File: src/vgm_pkg.sv
// Package for the volume gradient magnitude block: sizes, register codes,
// controller states and the dimension clamp. No dependencies.
`default_nettype none

package vgm_pkg;

  localparam int unsigned MAX_X = 256;
  localparam int unsigned MAX_Y = 256;
  localparam int unsigned MAX_Z = 256;

  localparam int unsigned XW = $clog2(MAX_X);
  localparam int unsigned YW = $clog2(MAX_Y);
  localparam int unsigned ZW = $clog2(MAX_Z);
  localparam int unsigned AW = XW + YW;
  localparam int unsigned PLANE_CELLS = MAX_X * MAX_Y;
  localparam int unsigned PEND_W = AW + 1;

  localparam int unsigned DIM_W = 9;
  localparam int unsigned SAMPLE_W = 16;
  localparam int unsigned IN_TDATA_W = ((SAMPLE_W + 7) / 8) * 8;
  localparam int unsigned DIFF_W = SAMPLE_W + 1;
  localparam int unsigned SQ_W = 2 * SAMPLE_W;
  localparam int unsigned SUM_W = SQ_W + 2;
  localparam int unsigned RAD_W = SUM_W + 4;
  localparam int unsigned ROOT_W = RAD_W / 2;
  localparam int unsigned REM_W = ROOT_W + 2;
  localparam int unsigned MAG_W = 19;
  localparam int unsigned OUT_TDATA_W = ((MAG_W + 7) / 8) * 8;
  localparam int unsigned STEP_W = 3;

  localparam int unsigned CFG_IDX_W = 2;
  localparam logic [CFG_IDX_W-1:0] REG_WIDTH_X  = 2'd0;
  localparam logic [CFG_IDX_W-1:0] REG_HEIGHT_Y = 2'd1;
  localparam logic [CFG_IDX_W-1:0] REG_DEPTH_Z  = 2'd2;

  localparam logic [DIM_W-1:0] DIM_RESET = 9'd256;
  localparam logic [DIM_W-1:0] DIM_MAX_X = DIM_W'(MAX_X);
  localparam logic [DIM_W-1:0] DIM_MAX_Y = DIM_W'(MAX_Y);
  localparam logic [DIM_W-1:0] DIM_MAX_Z = DIM_W'(MAX_Z);

  // neighbour reads, in issue order
  localparam logic [STEP_W-1:0] NB_LEFT  = 3'd0;
  localparam logic [STEP_W-1:0] NB_RIGHT = 3'd1;
  localparam logic [STEP_W-1:0] NB_UP    = 3'd2;
  localparam logic [STEP_W-1:0] NB_DOWN  = 3'd3;
  localparam logic [STEP_W-1:0] NB_DONE  = 3'd4;
  localparam logic [STEP_W-1:0] SQ_DONE  = 3'd3;

  typedef enum logic [2:0] {
    ST_IDLE,
    ST_READ,
    ST_SQUARE,
    ST_START,
    ST_ROOT,
    ST_OUT
  } state_e;

  function automatic logic [DIM_W-1:0] clamp_dim(input logic [DIM_W-1:0] v,
                                                input logic [DIM_W-1:0] maxv);
    logic [DIM_W-1:0] r;
    if (v == '0) begin
      r = DIM_W'(1);
    end else if (v > maxv) begin
      r = maxv;
    end else begin
      r = v;
    end
    return r;
  endfunction

endpackage

`default_nettype wire

File: src/vgm_isqrt.sv
// Iterative integer square root, one result bit per cycle.
// Depends on vgm_pkg for operand and root widths.
`default_nettype none

module vgm_isqrt (
  input  logic                        clk_i,
  input  logic                        rst_ni,
  input  logic                        start_i,
  input  logic [vgm_pkg::RAD_W-1:0]   radicand_i,
  output logic                        done_o,
  output logic [vgm_pkg::ROOT_W-1:0]  root_o
);
  import vgm_pkg::*;

  localparam int unsigned CNT_W = $clog2(ROOT_W);
  localparam logic [CNT_W-1:0] LAST_CNT = CNT_W'(ROOT_W - 1);

  logic              busy_q;
  logic              done_q;
  logic [CNT_W-1:0]  cnt_q;
  logic [RAD_W-1:0]  rad_q;
  logic [REM_W-1:0]  rem_q, rem_d;
  logic [ROOT_W-1:0] root_q, root_d;
  logic [REM_W+1:0]  trial_rem;
  logic [REM_W+1:0]  trial_sub;

  always_comb begin
    trial_rem = {rem_q, rad_q[RAD_W-1 -: 2]};
    trial_sub = (REM_W+2)'({root_q, 2'b01});
    if (trial_rem >= trial_sub) begin
      rem_d  = REM_W'(trial_rem - trial_sub);
      root_d = {root_q[ROOT_W-2:0], 1'b1};
    end else begin
      rem_d  = REM_W'(trial_rem);
      root_d = {root_q[ROOT_W-2:0], 1'b0};
    end
  end

  always_ff @(posedge clk_i or negedge rst_ni) begin
    if (!rst_ni) begin
      busy_q <= 1'b0;
      done_q <= 1'b0;
      cnt_q  <= '0;
    end else begin
      done_q <= 1'b0;
      if (start_i) begin
        busy_q <= 1'b1;
        cnt_q  <= '0;
      end else if (busy_q) begin
        cnt_q <= cnt_q + 1'b1;
        if (cnt_q == LAST_CNT) begin
          busy_q <= 1'b0;
          done_q <= 1'b1;
        end
      end
    end
  end

  always_ff @(posedge clk_i) begin
    if (start_i) begin
      rad_q  <= radicand_i;
      rem_q  <= '0;
      root_q <= '0;
    end else if (busy_q) begin
      rad_q  <= {rad_q[RAD_W-3:0], 2'b00};
      rem_q  <= rem_d;
      root_q <= root_d;
    end
  end

  assign done_o = done_q;
  assign root_o = root_q;

endmodule

`default_nettype wire

File: config.mk
export PLATFORM = sky130hd
export DESIGN_NAME = vgm_isqrt
export DESIGN_NICKNAME = d
export VERILOG_FILES = /design/src/vgm_pkg.sv /design/src/vgm_isqrt.sv
export SDC_FILE = /design/constraint.sdc
export NUM_CORES = 1
export LEC_CHECK = 0
export BUFFER_PORTS_ARGS = -buffer_cell sky130_fd_sc_hd__buf_2
export CAP_MARGIN = 10
export CORE_MARGIN = 2
export CORE_UTILIZATION = 58
export CTS_CLUSTER_DIAMETER = 120
export CTS_CLUSTER_SIZE = 24
export DETAILED_ROUTE_END_ITERATION = 8
export GPL_TIMING_DRIVEN = 0
export PLACE_DENSITY_LB_ADDON = 0.1
export SETUP_SLACK_MARGIN = 0.3
export SLEW_MARGIN = 30
export SYNTH_ARGS = -nofsm -noshare
export SYNTH_HDL_FRONTEND = slang
export SYNTH_SLANG_ARGS = --single-unit
File: constraint.sdc
create_clock -name clk_i -period 2.85 [get_ports clk_i]
set_input_delay 0.57 -clock clk_i [delete_from_list [all_inputs] [get_ports clk_i]]
set_output_delay 0.57 -clock clk_i [all_outputs]
set_load 0.02 [all_outputs]
== Word level (Yosys, flattened, before mapping) ==
Index checks and enable logic that the tools add are counted.
Operators by class
  add/subtract/negate cells: 2
  $mul: 0
  div/mod/pow operators: 0
  magnitude comparators: 1
  equal/unequal tests: 1
  shift operators: 0
  muxes and demuxes: 12
  bitwise operators: 0
  reduce and logical (&&, ||, !) cells: 1
Operators by type and width (count)
  $mux W38: 2
  $ge A23 B21 Y1: 1
  $mux W21: 1
  $sub A21 B21 Y21: 1
  $mux W5: 2
  $mux W1: 7
  $add A5 B1 Y5 const B: 1
  $eq A5 B5 Y1 const B: 1
  $reduce_bool A2 Y1: 1
Word-level totals
  flip-flop bits (word level): 85
  latch bits: 0
  bits in writable memories: 0
  bits in read-only memories: 0
  input port bits: 41
  output and inout port bits: 20
  memories: 0

== Depth between registers and ports, before layout ==
Gate-level depths: netlist of the first run.
  depth after elaboration: 4
  depth in mapped cells: 11

== Worst setup path before layout of the first run ==
No wires, ideal clock.
  path kind: flip-flop to flip-flop
  from: register root_q[2], in the netlist root_o[2]
  to: register rem_q[17]
  setup time: 91 ps
  arrival time: 2396 ps
  data required time: 2759 ps
  slack: 363 ps
  cell stages (with the launch flop): 11
  path buffers: 0
  cell sequence: dfxtp_1 > inv_1 > ha_1 > a21o_1 > a21oi_2 > o211ai_2 > a21oi_2 > a21oi_2 > nor2b_1 > or4_1 > a311oi_1
On the way
  longest elaborated chain between the ends: 2
RTL lines
  start: declaration: line vgm_isqrt.sv:23  | logic [ROOT_W-1:0] root_q, root_d;
  start signal: assignment: line vgm_isqrt.sv:67  | root_q <= root_d;
  $sub A21 B21 Y21 / $ge A23 B21 Y1 (equally long branches): line vgm_isqrt.sv:31, vgm_isqrt.sv:30
  $mux W21 (*): line vgm_isqrt.sv:30  | if (trial_rem >= trial_sub) begin
  end signal: assignment: line vgm_isqrt.sv:66  | rem_q <= rem_d;
  end: declaration: line vgm_isqrt.sv:22  | logic [REM_W-1:0] rem_q, rem_d;
Mark *: on every way between the ends. The rest lies on a longest branch, timed or not.
A chain may end at the register's enable or synchronous reset.

== Worst setup path after layout of the first run ==
  from: register root_q[0], in the netlist root_o[0]
  to: register rem_q[17]
Same word-level chain as after synthesis.

==> flow_summary.yaml, run 1 <==
place:
  port-buffer-count: 60
  dp.cells: 620
  dpl-instance-area_um2: 5160
  preCtsSetupSlack_ps: -6.87
  gp_routability_congestion: 0.906
  dp_hpwl_um: 7160
clock_tree:
  tritoncts.num_buffers: 9
  ctsHtreeMaxLevel: 3
  cts_sinks: 85
  worst_setup_hold_path_clk_slew_ps: 100
  clockRootBuffer: "clkbuf_8"
  cts.path.max_buffers: 2
  cts_tree: "done"
  worst_skew_pair.late_latency_ps: 360
finish:
  finalNonFillerCells: 661
  final_design_area_no_fill_um2: 5960
  utilization_pct: 76.4
  flow.area_growth_from_synthesis_pct: 25.9
  layout.cells.most_common_list: "buf_2 (60), nor2_1 (48), buf_4 (39)"
  n_diodes: 0
  design.final.nets: 618
  layout.cells.most_common: "buf_2"
  drive_gt1_share_pct: 40.3
synthesis:
  synth.ff_latch_count: 85
  syn-num-nets: 522
  postSynthAreaPerCell_um2: 10.3
  synth.yosys.warnings: 0
  ys_dominant_reg_cell: "dfxtp_1"
  synth-seq-area-share_pct: 44.7
  synth_top_cell_by_area: "edfxtp_1"
  syn_area_um2: 4740
  synthArstFlopShare_pct: 8.24
  synthesis.instances: 458
  synth_largest_type_area_fraction_pct: 24.1
  synth.distinct_cells: 51
  post_synth_main_area_contributors: "edfxtp_1 (24%), dfxtp_1 (17%), mux2_2 (8.8%), mux2i_1 (6.6%), ha_1 (6.1%)"
  count_of_flip_flops_with_a_built_in_enable_after_synthesis: 38
routing:
  route.detailed.drc: 0
  detailedRoute.firstIterationViolations: 250
  wirelength_um: 11200
  detail_route.wl_per_cell_um: 17.0
  vias: 3762
  post_drt_via_cell_ratio: 5.69
  detail_route.first_pass.iterations: 4
  postRouteAntennaNets: 0
floorplan:
  dieHeight_um: 94.4
  initial_utilization_pct: 60.7
  core_area_um2: 7810
  floorplan.io_pins: 61
  die_area_um2: 8910
  fp.dieW_um: 94.4
  floorplan.rows: 32
sta:
  max_slew_margin_pct: 46.4
  final.setup_skew_ps: 13.3
  final.min_clock_period_ps: 2590
  layout_worst_path_cycle_share_pct: 90.8
  finalHoldWorstSlack_ps: 18.2
  max_freq_ghz: 0.386
  rsz_0062_raised_after_global_routing: "yes"
  worst-slew-pin-transition_ps: 804
  timing.final.max_slew_violations: 0
  worst_slack_ps: 262
  timing.final.setup_violations: 0
  timing.final.hold_violations: 0
critical_path:
  critPathTopFamily: "compound AO/OA/AOI/OAI gates"
  cp-end-kind: "flip-flop"
  critical_path_cell_count: 11
  reg2reg_depth: 11
  crit_type: "reg2reg"
  timing.critical_path.slowest_stage_cell: "or4_4"
  setup.reg_to_reg.worst_slack_ps: 260
  rr_startpoint: "root_o[0]"
  crit_path_start_kind: "flip-flop"
  required_ps: 3130
  regToRegEndpoint: "rem_q[17]"
  worst_ep_arrival_time_ps: 2870
  worst-path-buf-inv: 2
  cp_cell_sequence: "inv_2 -> ha_4 -> o21a_4 -> nor2_4 -> o211ai_2 -> a21oi_4 -> a221oi_4 -> o21ai_4 -> buf_6 -> or4_4 -> a311oi_2"
  worstPathMaxFanout: 4
  critical-path-max-stage-delay_ps: 420
power:
  peakVddDrop_v: 0.000472
  power_leakage_nw: 2.63
  powerDensity_nw_per_um2: 1070
grt:
  grt_pass1_wl_um: 17100
  grt_max_degree: 39
  grt_overflow_total: 0
  grt_usage_pct: 25.0
  grt_pass1_vias: 3641
  grt_antenna_before_repair: 0
job:
  max-cap-violations: 0
outcome:
  run_status: "finished, final reports clean"
min_path:
  hp-class: "in2async"
## synth_stat cells, types with 5 or more instances
cell type   n
nor2b_1     5
edfxtp_1   38
dfxtp_1    40
inv_1      25
a21o_1      8
ha_1       23
mux2i_1    31
dfrtp_1     7
clkbuf_1   17
xor2_1     11
mux2_2     37
xnor2_1    11
nand2_1    23
a21oi_1    19
o21ai_0    16
a211oi_1   15
nand3_1     9
nor2_1     52
buf_4      19
## per-layer routing
layer  wire length (µm)  track usage, %
met1               4790            31.2
met5                  0               0
met2               5500            42.5
met4                248            8.70
met3                686            6.07
## report_power, final
group	switching, mW	leakage, nW	internal (mW)
sequential	0.162	0.831	1.47
clock	0.493	0.103	0.420
combinational	1.80	1.69	2.01
total	2.46	2.63	3.90
## worst max path at each step
stage | endpoint | startpoint | slack [ps]
3_5_place_dp | rem_q[4] | root_o[2] | -7
5_1_grt | rem_q[17] | root_o[12] | 180
3_3_place_gp | rem_q[12] | root_o[2] | 20
4_1_cts | rem_q[17] | root_o[12] | 310
2_1_floorplan | rem_q[17] | root_o[2] | 360
6_report | rem_q[17] | root_o[0] | 260
## per-stage QoR
step	total power [mW]	setup TNS, ps
3_5_place_dp	4.04	-6.87
6_report	6.36	0
3_3_place_gp	4.01	0
5_1_grt	6.69	0
4_1_cts	5.48	0
2_1_floorplan	3.55	0
## worst reg2reg max path, stage by stage, from the launching register on
cell and delay [ps]:
dfxtp_2 350, inv_2 40, ha_4 280, o21a_4 150, nor2_4 50, o211ai_2 190, a21oi_4 120, a221oi_4 360
o21ai_4 130, buf_6 140, or4_4 420, a311oi_2 280
## state kept, by name, indices dropped and copies added (netlist names)
name / count
root_o: 19
cnt_q: 5
done_o: 1
busy_q: 1
rad_q: 38
rem_q: 21
## kinds of logic after synthesis
logic type      Yosys count  share of synthesized area (%)
mux                      68                           15.3
flops                    85                           44.7
fa+ha+maj                23                           6.08
simple gates            109                           10.5
compound gates           86                           12.5
buf+inv                  65                           6.84
xor+xnor                 22                           4.07
## final cells by class
class / count / area, µm²
multi-input cells: 308 / 2600
flip-flops and latches: 85 / 2140
fillers: 527 / 1840
repair buffers: 85 / 539
plain buffers: 40 / 265
well taps: 102 / 128
clock buffers: 9 / 124
inverters: 25 / 93.8
clock inverters: 7 / 80.1
## repair_timing
action	in CTS	in global routing
gates cloned	0	2
resized for setup	41	44
buffers inserted	9	14
pin swaps	10	28
hold buffers	0	0
endpoints found under the setup margin	22	20
No activity file was read; power rests on OpenSTA's default activity.
==> inputs of run 2 (changes only) <==
--- a/config.mk
+++ b/config.mk
@@ -7,9 +7,11 @@
 export LEC_CHECK = 0
 export BUFFER_PORTS_ARGS = -buffer_cell sky130_fd_sc_hd__buf_2
 export CAP_MARGIN = 10
+export CELL_PAD_IN_SITES_DETAIL_PLACEMENT = 0
+export CELL_PAD_IN_SITES_GLOBAL_PLACEMENT = 2
 export CORE_MARGIN = 2
-export CORE_UTILIZATION = 58
-export CTS_CLUSTER_DIAMETER = 120
+export CORE_UTILIZATION = 37
+export CTS_CLUSTER_DIAMETER = 40
 export CTS_CLUSTER_SIZE = 24
 export DETAILED_ROUTE_END_ITERATION = 8
 export GPL_TIMING_DRIVEN = 0
==> run 2 against run 1 <==
  * Via count is 5.8% lower
  * Die area grew 54%
  * Combinational power down 9.2%
  * Fmax increased by 1.7%
  * Sequential cell count unchanged
  * Global-route usage down 7.8 points
  * Core utilization decreased by 28 points
  * Clock-buffer cell count increased by 1
  * First-iteration DRC count decreased by 36%
  * Sequential power about the same
  * Critical path type unchanged
  * Largest power group unchanged
==> flow_summary.yaml, run 2 (synthesis gave the netlist of run 1 again) <==
clock_tree:
  cts.path.max_buffers: 2
  worst_setup_hold_path_clk_slew_ps: 70
  cts_tree: "done"
  worst_skew_pair.late_latency_ps: 350
  ctsHtreeMaxLevel: 3
  clockRootBuffer: "clkbuf_16"
  cts_sinks: 85
  tritoncts.num_buffers: 9
  hold_bufs_at_cts: 0
place:
  dpl-instance-area_um2: 5250
  port-buffer-count: 60
  dp_hpwl_um: 7860
  gp_routability_congestion: 0.829
routing:
  wl_met2_um: 5260
  detailedRoute.firstIterationViolations: 161
  postRouteAntennaNets: 0
  dr_wl_met3_um: 504
  post_drt_via_cell_ratio: 4.90
  met1Wirelength_um: 5170
  vias: 3544
  route.detailed.drc: 0
  wirelength_um: 11100
  detail_route.first_pass.iterations: 4
  detail_route.wl_per_cell_um: 15.3
  top_signal_layer_used: "met4"
critical_path:
  worst_ep_arrival_time_ps: 2800
  required_ps: 3110
  worstPathMaxFanout: 4
  crit_path_start_kind: "flip-flop"
  reg2reg_depth: 10
  setup.reg_to_reg.worst_slack_ps: 310
  regToRegEndpoint: "rem_q[17]"
  rr_startpoint: "rem_q[2]"
  cp-end-kind: "flip-flop"
  crit_type: "reg2reg"
power:
  powerDensity_nw_per_um2: 1030
  logic_pwr_share_pct: 55.7
  internal_mw: 3.87
  pwr-share-seq_pct: 26.4
  total_power_mw: 6.21
  pwr-share-clk_pct: 17.9
  power.switching_fraction_pct: 37.8
  power_switching_mw: 2.35
  peakVddDrop_v: 0.000597
  power_leakage_nw: 2.60
finish:
  num-fill-cells: 1205
  n_diodes: 0
  layout.cells.most_common: "buf_2"
  max_reg_flops: 38
  flow.area_growth_from_synthesis_pct: 27.8
  multi_input_area_um2: 2630
  drive_gt1_share_pct: 39.2
  utilization_pct: 48.2
  final_design_area_no_fill_um2: 6050
  register_area_um2: 2140
  registers.top_by_ff_count: "rad_q"
  design.final.nets: 610
  layout.cells.most_common_list: "buf_2 (62), nor2_1 (49), edfxtp_1 (38)"
sta:
  worst-slew-pin-transition_ps: 906
  final.setup_skew_ps: 7.93
  timing.final.max_slew_violations: 0
  rsz_0062_raised_after_global_routing: "yes"
  timing.final.setup_violations: 0
  final.min_clock_period_ps: 2540
  layout_worst_path_cycle_share_pct: 89.3
  timing.final.hold_violations: 0
  totalNegativeSetupSlack_ps: 0
  max_slew_margin_pct: 39.6
  max_freq_ghz: 0.393
grt:
  grt_usage_pct: 17.2
  grt_max_degree: 39
  grt_pass1_wl_um: 17700
  grt_antenna_before_repair: 0
  grt_overflow_total: 0
  grt_pass1_vias: 3480
job:
  max-cap-violations: 0
floorplan:
  floorplan.io_pins: 61
  fp.dieW_um: 117
  die_area_um2: 13700
  floorplan.rows: 41
  core_area_um2: 12600
  initial_utilization_pct: 37.7
  dieHeight_um: 117
outcome:
  run_status: "finished, final reports clean"
min_path:
  hp-class: "in2async"
==> run 2: changes by cell type in the layout (fill, tap and decap cells not counted), moves of 4 or more <==
cell       delta
o21ai_0       +4
o21ai_1       -4
clkbuf_16     +8
buf_4         -5
clkbuf_8      -9
==> run 2: routing by layer <==
layer / vias to the layer above / global-route usage (%)
li1: 1805 / -
met1: 1672 / 21.9
met2: 59 / 28.0
met3: 8 / 5.82
met4: 0 / 4.63
met5: - / 0
==> run 2: what timing repair did <==
action	CTS	global route
buffers inserted	9	7
setup endpoints to repair	22	19
resized for setup	47	34
gates cloned	0	1
pin swaps	17	18
==> run 2: stage by stage <==
stage | instances | worst slack [ps] | hold slack, ps
after floorplan | 458 | 363 | 274
after global placement | 690 | -110 | 409
after detailed placement | 690 | -135 | 414
after CTS | 715 | 295 | 35.0
after global routing | 723 | 189 | 35.0
final | 723 | 305 | 46.2
==> run 2: worst max-delay path, stage by stage (launching register included) <==
cell and delay, ps:
dfxtp_4 350, ha_4 240, a21o_1 190, a21oi_2 210
o211ai_2 150, a21oi_4 200, buf_4 150, a21oi_2 60
nor2b_1 140, or4_4 520, a311oi_1 250
==> run 2: power by group through the flow <==
stage,Sequential (mW),Combinational (mW),Clock [mW]
CTS,1.62,2.95,1.16
global route,1.67,3.76,1.20
detailed placement,1.62,2.49,0
global placement,1.62,2.48,0
finish,1.64,3.46,1.11
floorplan,1.58,1.98,0
==> run 2: final cells by class <==
class / count / share of cell area, %
Buffer: 40 / 4.16
Clock buffer: 10 / 3.78
Clock inverter: 6 / 0.765
Inverter: 25 / 1.55
Multi-Input combinational cell: 308 / 43.5
Sequential cell: 85 / 35.4
Tap cell: 172 / 3.56
Timing Repair Buffer: 77 / 7.36
==> run 2: how the worst max path moves through the flow <==
| stage | startpoint | endpoint | slack (ps) | depth (start not counted) |
|---|---|---|---|---|
| after detailed placement | root_o[2] | rem_q[8] | -130 | 11 |
| after global routing | root_o[12] | rem_q[18] | 190 | 10 |
| after CTS | root_o[2] | rem_q[8] | 290 | 11 |
| after floorplan | root_o[2] | rem_q[17] | 360 | 10 |
| final | rem_q[2] | rem_q[17] | 310 | 10 |
| after global placement | root_o[2] | rem_q[8] | -110 | 11 |
==> inputs of run 3 (changes only) <==
--- a/config.mk
+++ b/config.mk
@@ -9,6 +9,7 @@
 export CAP_MARGIN = 10
 export CELL_PAD_IN_SITES_DETAIL_PLACEMENT = 0
 export CELL_PAD_IN_SITES_GLOBAL_PLACEMENT = 2
+export CORE_ASPECT_RATIO = 0.8
 export CORE_MARGIN = 2
 export CORE_UTILIZATION = 37
 export CTS_CLUSTER_DIAMETER = 40
==> run 3 against run 2 <==
  * Clock-buffer cell count unchanged
  * Setup slack worse by 7.9 ps
  * Register-to-register slack about the same
  * Via count up 1.2%
  * Clock skew down 3.2 ps
  * Sequential cell count unchanged
  * Clock power up 8%
==> flow_summary.yaml, run 3 (synthesis gave the netlist of run 1 again) <==
outcome:
  run_status: "finished, final reports clean"
place:
  dp_hpwl_um: 7880
  gp_routability_congestion: 0.819
  port-buffer-count: 60
  dpl-instance-area_um2: 5250
critical_path:
  worstPathMaxFanout: 5
  cp-end-kind: "flip-flop"
  crit_type: "reg2reg"
  critPathTopFamily: "compound AO/OA/AOI/OAI gates"
  required_ps: 3090
  critical-path-max-stage-delay_ps: 410
  worst-path-buf-inv: 2
  worst_ep_arrival_time_ps: 2800
  cp_cell_sequence: "inv_2 -> ha_4 -> o21a_4 -> nor2_4 -> o211ai_2 -> a21oi_4 -> a221oi_4 -> o21ai_4 -> buf_4 -> or4_1 -> a311oi_1"
  crit_path_start_kind: "flip-flop"
  timing.critical_path.slowest_stage_cell: "or4_1"
sta:
  final.min_clock_period_ps: 2550
  max_freq_ghz: 0.392
  timing.final.max_slew_violations: 0
  final.setup_skew_ps: 4.71
  max_slew_margin_pct: 44.8
  timing.final.hold_violations: 0
  worst-slew-pin-transition_ps: 828
  rsz_0062_raised_after_global_routing: "yes"
  timing.final.setup_violations: 0
  layout_worst_path_cycle_share_pct: 89.6
routing:
  postRouteAntennaNets: 0
  route.detailed.drc: 0
  post_drt_via_cell_ratio: 4.96
  detailedRoute.firstIterationViolations: 239
  detail_route.first_pass.iterations: 4
  detail_route.wl_per_cell_um: 16.0
  wirelength_um: 11600
  vias: 3588
grt:
  grt_antenna_before_repair: 0
  grt_overflow_total: 0
  grt_usage_pct: 17.2
  grt_max_degree: 39
  grt_pass1_vias: 3538
  grt_pass1_wl_um: 18300
finish:
  layout.cells.most_common: "buf_2"
  registers.top_by_ff_count: "rad_q"
  max_reg_flops: 38
  n_diodes: 0
  layout.cells.most_common_list: "buf_2 (61), nor2_1 (49), buf_4 (39)"
  drive_gt1_share_pct: 38.2
  final_design_area_no_fill_um2: 5980
  num-fill-cells: 1180
  flow.area_growth_from_synthesis_pct: 26.1
  design.final.nets: 611
clock_tree:
  worst_skew_pair.late_latency_ps: 340
  tritoncts.num_buffers: 9
  ctsHtreeMaxLevel: 3
  cts_sinks: 85
  hold_bufs_at_cts: 0
  cts.path.max_buffers: 2
  clockRootBuffer: "clkbuf_16"
  worst_setup_hold_path_clk_slew_ps: 70
  cts_tree: "done"
power:
  peakVddDrop_v: 0.000415
  power_switching_mw: 2.25
  pwr-share-seq_pct: 27.1
  total_power_mw: 5.99
  logic_pwr_share_pct: 52.9
  powerDensity_nw_per_um2: 1000
  power.switching_fraction_pct: 37.5
  power_leakage_nw: 2.60
  pwr-share-clk_pct: 20.0
  internal_mw: 3.75
floorplan:
  dieHeight_um: 105
  floorplan.rows: 36
  initial_utilization_pct: 38.4
  fp.dieW_um: 131
  floorplan.io_pins: 61
  core_area_um2: 12300
  die_area_um2: 13700
min_path:
  hp-class: "in2async"
job:
  max-cap-violations: 0
-- run 3: cell types whose count changed in the layout (fill, tap and decap cells not counted), sizes merged --
| cell | delta |
|---|---|
| inv | -1 |
| clkbuf | -2 |
| bufinv | +1 |
| buf | +3 |
-- run 3: worst paths after layout --
kind	start	to	slack, ps	cells after the start
max	root_o[0]	rem_q[17]	300	11
min	rst_ni	cnt_q[3]	40	1
max reg2reg	root_o[0]	rem_q[17]	300	11
min reg2reg	root_o[9]	root_o[9]	510	2
max in group asynchronous	rst_ni	busy_q	2650	1
min in group clk_i	radicand_i[1]	rad_q[1]	510	2
-- run 3: metrics by stage --
stage	util [%]	hold slack (ps)	cells	worst slack, ps	TNS, ps
floorplan	-	274	458	363	0
global placement	42.5	413	689	-112	-1690
detailed placement	42.5	414	689	-111	-625
CTS	47.2	48.5	713	301	0
global route	48.4	49.7	723	169	0
finish	48.4	44.5	723	297	0
-- run 3: power by group through the flow --
stage	Combinational, mW	Clock, mW	Sequential (mW)
after floorplan	1.98	0	1.58
after CTS	2.90	1.23	1.61
after detailed placement	2.47	0	1.62
after global placement	2.48	0	1.61
after global routing	3.46	1.28	1.65
final	3.17	1.20	1.62
-- run 3: metal layers --
layer  vias up  GRT usage [%]  share of wire [%]
li1       1798              -                  -
met1      1701           25.1                 49
met2        77           26.3                 45
met3        12           3.38                4.9
met4         0           4.03                1.2
met5         -              0                  0
-- run 3: final cells by class --
cell class	instances	area [µm²]	share of cell area (%)
buffer	40	241	4.04
clock buffer	10	229	3.83
clock inverter	6	68.8	1.15
inverter	25	93.8	1.57
multi-input combinational	308	2550	42.6
sequential	85	2150	35.9
tap	171	214	3.58
timing repair buffer	78	435	7.29
-- run 3: what timing repair did --
action | CTS | global route
pin swaps | 16 | 16
resized for setup | 41 | 29
setup endpoints to repair | 22 | 18
buffers inserted | 8 | 10
